===== config.mk =====
export PLATFORM = sky130hd
export DESIGN_NAME = cvh_mul
export DESIGN_NICKNAME = d
export VERILOG_FILES = /design/src/hw/rtl/cvh_mul.sv
export SDC_FILE = /design/constraint.sdc
export NUM_CORES = 1
export LEC_CHECK = 0
export BUFFER_PORTS_ARGS = -buffer_cell sky130_fd_sc_hd__buf_2
export CORE_MARGIN = 3
export CORE_UTILIZATION = 50
export DETAILED_ROUTE_END_ITERATION = 7
export PLACE_DENSITY = 0.71
export SYNTH_ARGS = -nofsm -noshare
export SYNTH_HDL_FRONTEND = slang
export SYNTH_SLANG_ARGS = --single-unit

===== constraint.sdc =====
create_clock -name clk -period 6.7 [get_ports clk]
set_clock_uncertainty 0.15 [all_clocks]
set_input_delay 1.34 -clock clk [delete_from_list [all_inputs] [get_ports clk]]
set_output_delay 1.34 -clock clk [all_outputs]
set_load 0.02 [all_outputs]

===== src/hw/rtl/cvh_mul.sv =====
// ----------------------------------------------------------------------------
// cvh_mul
// shared signed multiplier with a registered product
// ----------------------------------------------------------------------------
module cvh_mul #(
	parameter int W = 7
) (
	input  logic                  clk,
	input  logic signed [W-1:0]   a,
	input  logic signed [W-1:0]   b,
	output logic signed [2*W-1:0] p
);

	always_ff @(posedge clk) begin
		p <= a * b;
	end

endmodule


# Word level (Yosys, flattened, before mapping)
# Index checks and enable logic that the tools add are counted.
dict set report totals {
  regBits 14
  input_bits 15
  output_inout_bits 14
  word_cells 2
}
dict set report classes {
  multipliers 1
}
# operator count
set ops {}
lappend ops {{7-bit by 7-bit multiplier with 14-bit output} 1}

# Logic depth before layout (Yosys ltp)
dict set report logic_depth {
  ltp_word 1
  ltp_mapped 16
  mapped_depth_nobuf 16
}

# Worst setup path after synthesis
# No wires, ideal clock.
dict set report synth_path {
  path_type {input -> register}
  startpoint {in b[3]}
  endpoint {reg p[12]}
  setup_time_ps 95
  arrival_time_ps 5042
  slack_ps 1413
  stages 14
  cell_sequence {and2_1 -> fa_1 -> inv_1 -> fa_1 -> inv_1 -> fa_1 -> inv_1 -> fa_1 -> inv_1 -> ha_1 -> or2_1 -> o31a_1 -> a2111o_1 -> o311ai_1}
}
dict set report synth_via {
  elab_chain_cells 1
}
# item line_no
set synth_rtl {}
lappend synth_rtl {{from (decl)} 10} ;# input logic signed [W-1:0] b,
lappend synth_rtl {{7-bit by 7-bit multiplier with 14-bit output} 15} ;# p <= a * b;
lappend synth_rtl {{to (signal assigned)} 15}
lappend synth_rtl {{to (decl)} 11} ;# output logic signed [2*W-1:0] p
# Every way passes these cells.

# Worst setup path after layout
# Same ends and word-level chain as after synthesis.

==> results.cfg <==
[clocking]
ctsHtreeMaxLevel = 1
clock-sinks = 14
clk_pin_slew_ns = 0.06
ctsHoldBuffers = 0
cts_setup_buffers = 0
clockBufferDepth = 2
tritoncts = built
cts_resized = 0
cts_root_buf = clkbuf_8
cts_buffers = 3

[yosys]
yosysTopAreaCell = fa_1
synth-seq-cells = 14
synth_area_leaders = fa_1 35%, ha_1 16%, dfxtp_1 13%
ys_warn_count = 0
avgSynthCellArea_um2 = 9.47
yosysSeqAreaShare_pct = 12.6
syn-cell-area_mm2 = 0.00222
syn_inst = 234
yosysUniqueCellTypes = 27
syn_nets = 316
netlist.area_leader.share_pct = 35.2

[critical_path]
worstPathCellList = buf_2 -> and2_1 -> fa_1 -> inv_1 -> fa_1 -> inv_1 -> fa_1 -> inv_1 -> fa_1 -> inv_1 -> ha_1 -> or2_1 -> o31a_1 -> a2111o_1 -> o311ai_1
cp.required_ns = 6.70
start_kind = input port
worst_setup_path_end_kind = register
crit_slowest_cell = fa_1
crit_path_start = b[3]
worstPathArrival_ns = 5.34
max_stage_delay_ns = 0.64
path_class = input port to register
worst-path-max-fanout = 7

[floorplan]
ios = 29
die-width_um = 72.6
die-area_mm2 = 0.00527
start_util_pct = 53.5
die_h_um = 72.6
rows = 23
design.core.area_mm2 = 0.00414

[pwr]
p_int_uw = 456
combPwrFrac_pct = 74.7
seqPwrFrac_pct = 15.7
leakagePower_uw = 0.00135
ir_drop_mv = 0.246
totalPowerFinal_uw = 842
p_switching_uw = 386
swShare_pct = 45.8
powerDensity_mw_per_mm2 = 340
pwr-share-clk_pct = 9.6

[layout]
insertedDiodeCount = 0
largest_register_ffs = 14
layout_commonest_cell = inv_1
syn_to_final_growth_pct = 11.6
top_register = p
fin_nets = 349
top_regs = p (14)
drive_gt1_share_pct = 12.8
final_cell_mix = 60 x inv_1, 39 x fa_1, 28 x and2_1, 28 x ha_1, 28 x buf_2

[timing]
slew_headroom_pct = 82.6
fin_crit_sh_pct = 79.7
slew_violations = 0
max_freq_ghz = 0.187
hold_viol = 0
fin_setup_tns_ns = 0
min_period_ns = 5.34
setup_viol = 0
tightest_slew_ns = 0.261
rsz0062_at_grt = no

[global_routing]
grt_max_degree = 9
grtUsageTotal_pct = 16.0
antenna_found_initial = 0
grt_pass1_vias = 1558
grt_first_pass_wirelength_um = 6550
grt-ovfl-total = 0

[routing]
wl_per_cell_um = 12.1
vias_per_cell = 5.00
drt-initial-drc-count = 41
dr.pass1.iters = 4
drt-total-wl_um = 3810
ant_nets = 0
drc = 0
vias = 1579

[run]
drv_cap = 0

[placement]
placement.io_buffers = 28
gp_congestion = 0.812
hpwlAfterDp_um = 3390

[run_status]
status = completed

[worst_hold_path]
hp-class = input port to register
hp-start = a[0]
==> metal layers <==
| layer | up-vias | GRT usage (%) | wire, µm |
|---|---|---|---|
| met4 | 0 | 5.33 | 96 |
| met1 | 773 | 19.2 | 1510 |
| met2 | 27 | 28.2 | 2090 |
| met5 | - | 0 | 0 |
| met3 | 10 | 3.44 | 111 |
| li1 | 769 | - | - |
==> kinds of logic after synthesis <==
| kind of cell | count (synthesis) | synth area share, % |
|---|---|---|
| flops | 14 | 12.6 |
| fa+ha+maj | 67 | 51.0 |
| buf+inv | 60 | 10.2 |
| mux | 1 | 0.508 |
| xor+xnor | 15 | 5.93 |
| compound gates | 18 | 5.93 |
| simple gates | 59 | 13.8 |
==> synthesized netlist by cell type <==
cell / n
inv_1: 60
a21o_1: 4
dfxtp_1: 14
a311oi_1: 1
a211oi_2: 1
a31oi_1: 1
nand2b_1: 1
o21ai_1: 2
nor2_1: 8
o31a_1: 1
a22oi_1: 1
or2_1: 1
o21bai_1: 1
nor4_1: 1
o311ai_1: 1
nor3_1: 2
a21oi_1: 4
a2111o_1: 1
xnor2_1: 12
fa_1: 39
and2_1: 28
nor2b_1: 1
xor2_1: 3
nand2_1: 16
mux2_2: 1
ha_1: 28
and3_1: 1
==> per-stage QoR <==
step	std cells	instance area, µm²	hold slack (ns)	utilization, %	worst slack (ns)
global route	316	2470	1.25	59.7	1.11
finish	316	2470	1.25	59.7	1.36
global placement	312	2420	1.50	58.4	1.14
floorplan	234	2220	1.31	-	1.41
CTS	316	2470	1.23	59.7	1.34
detailed placement	312	2420	1.49	58.4	1.10
==> critical path, delay by kind of cell <==
family,cells,cell delay [ns]
simple gates,2,0.42
compound gates,3,0.61
fa+ha+maj,5,2.54
buf+inv,5,0.43
==> power groups by stage <==
stage	Combinational, µW	Clock, µW	Sequential, µW
global route	725	89.1	135
detailed placement	640	0	134
CTS	645	84.3	133
global placement	622	0	134
finish	629	80.9	132
floorplan	456	0	183
==> area by class of cell <==
cell class                 instances  area, µm²
sequential                        14        280
fill                             389       1670
timing repair buffer              28        140
multi-input combinational        160       1710
inverter                          60        225
tap                               50       62.6
clock buffer                       4       55.1
==> path summary, 6_finish.rpt <==
kind                 to  slack, ns  depth (start not counted)
setup / recovery  p[12]       1.36                         15
hold / removal     p[0]       1.25                          2
Power figures use the tool's default switching activity.
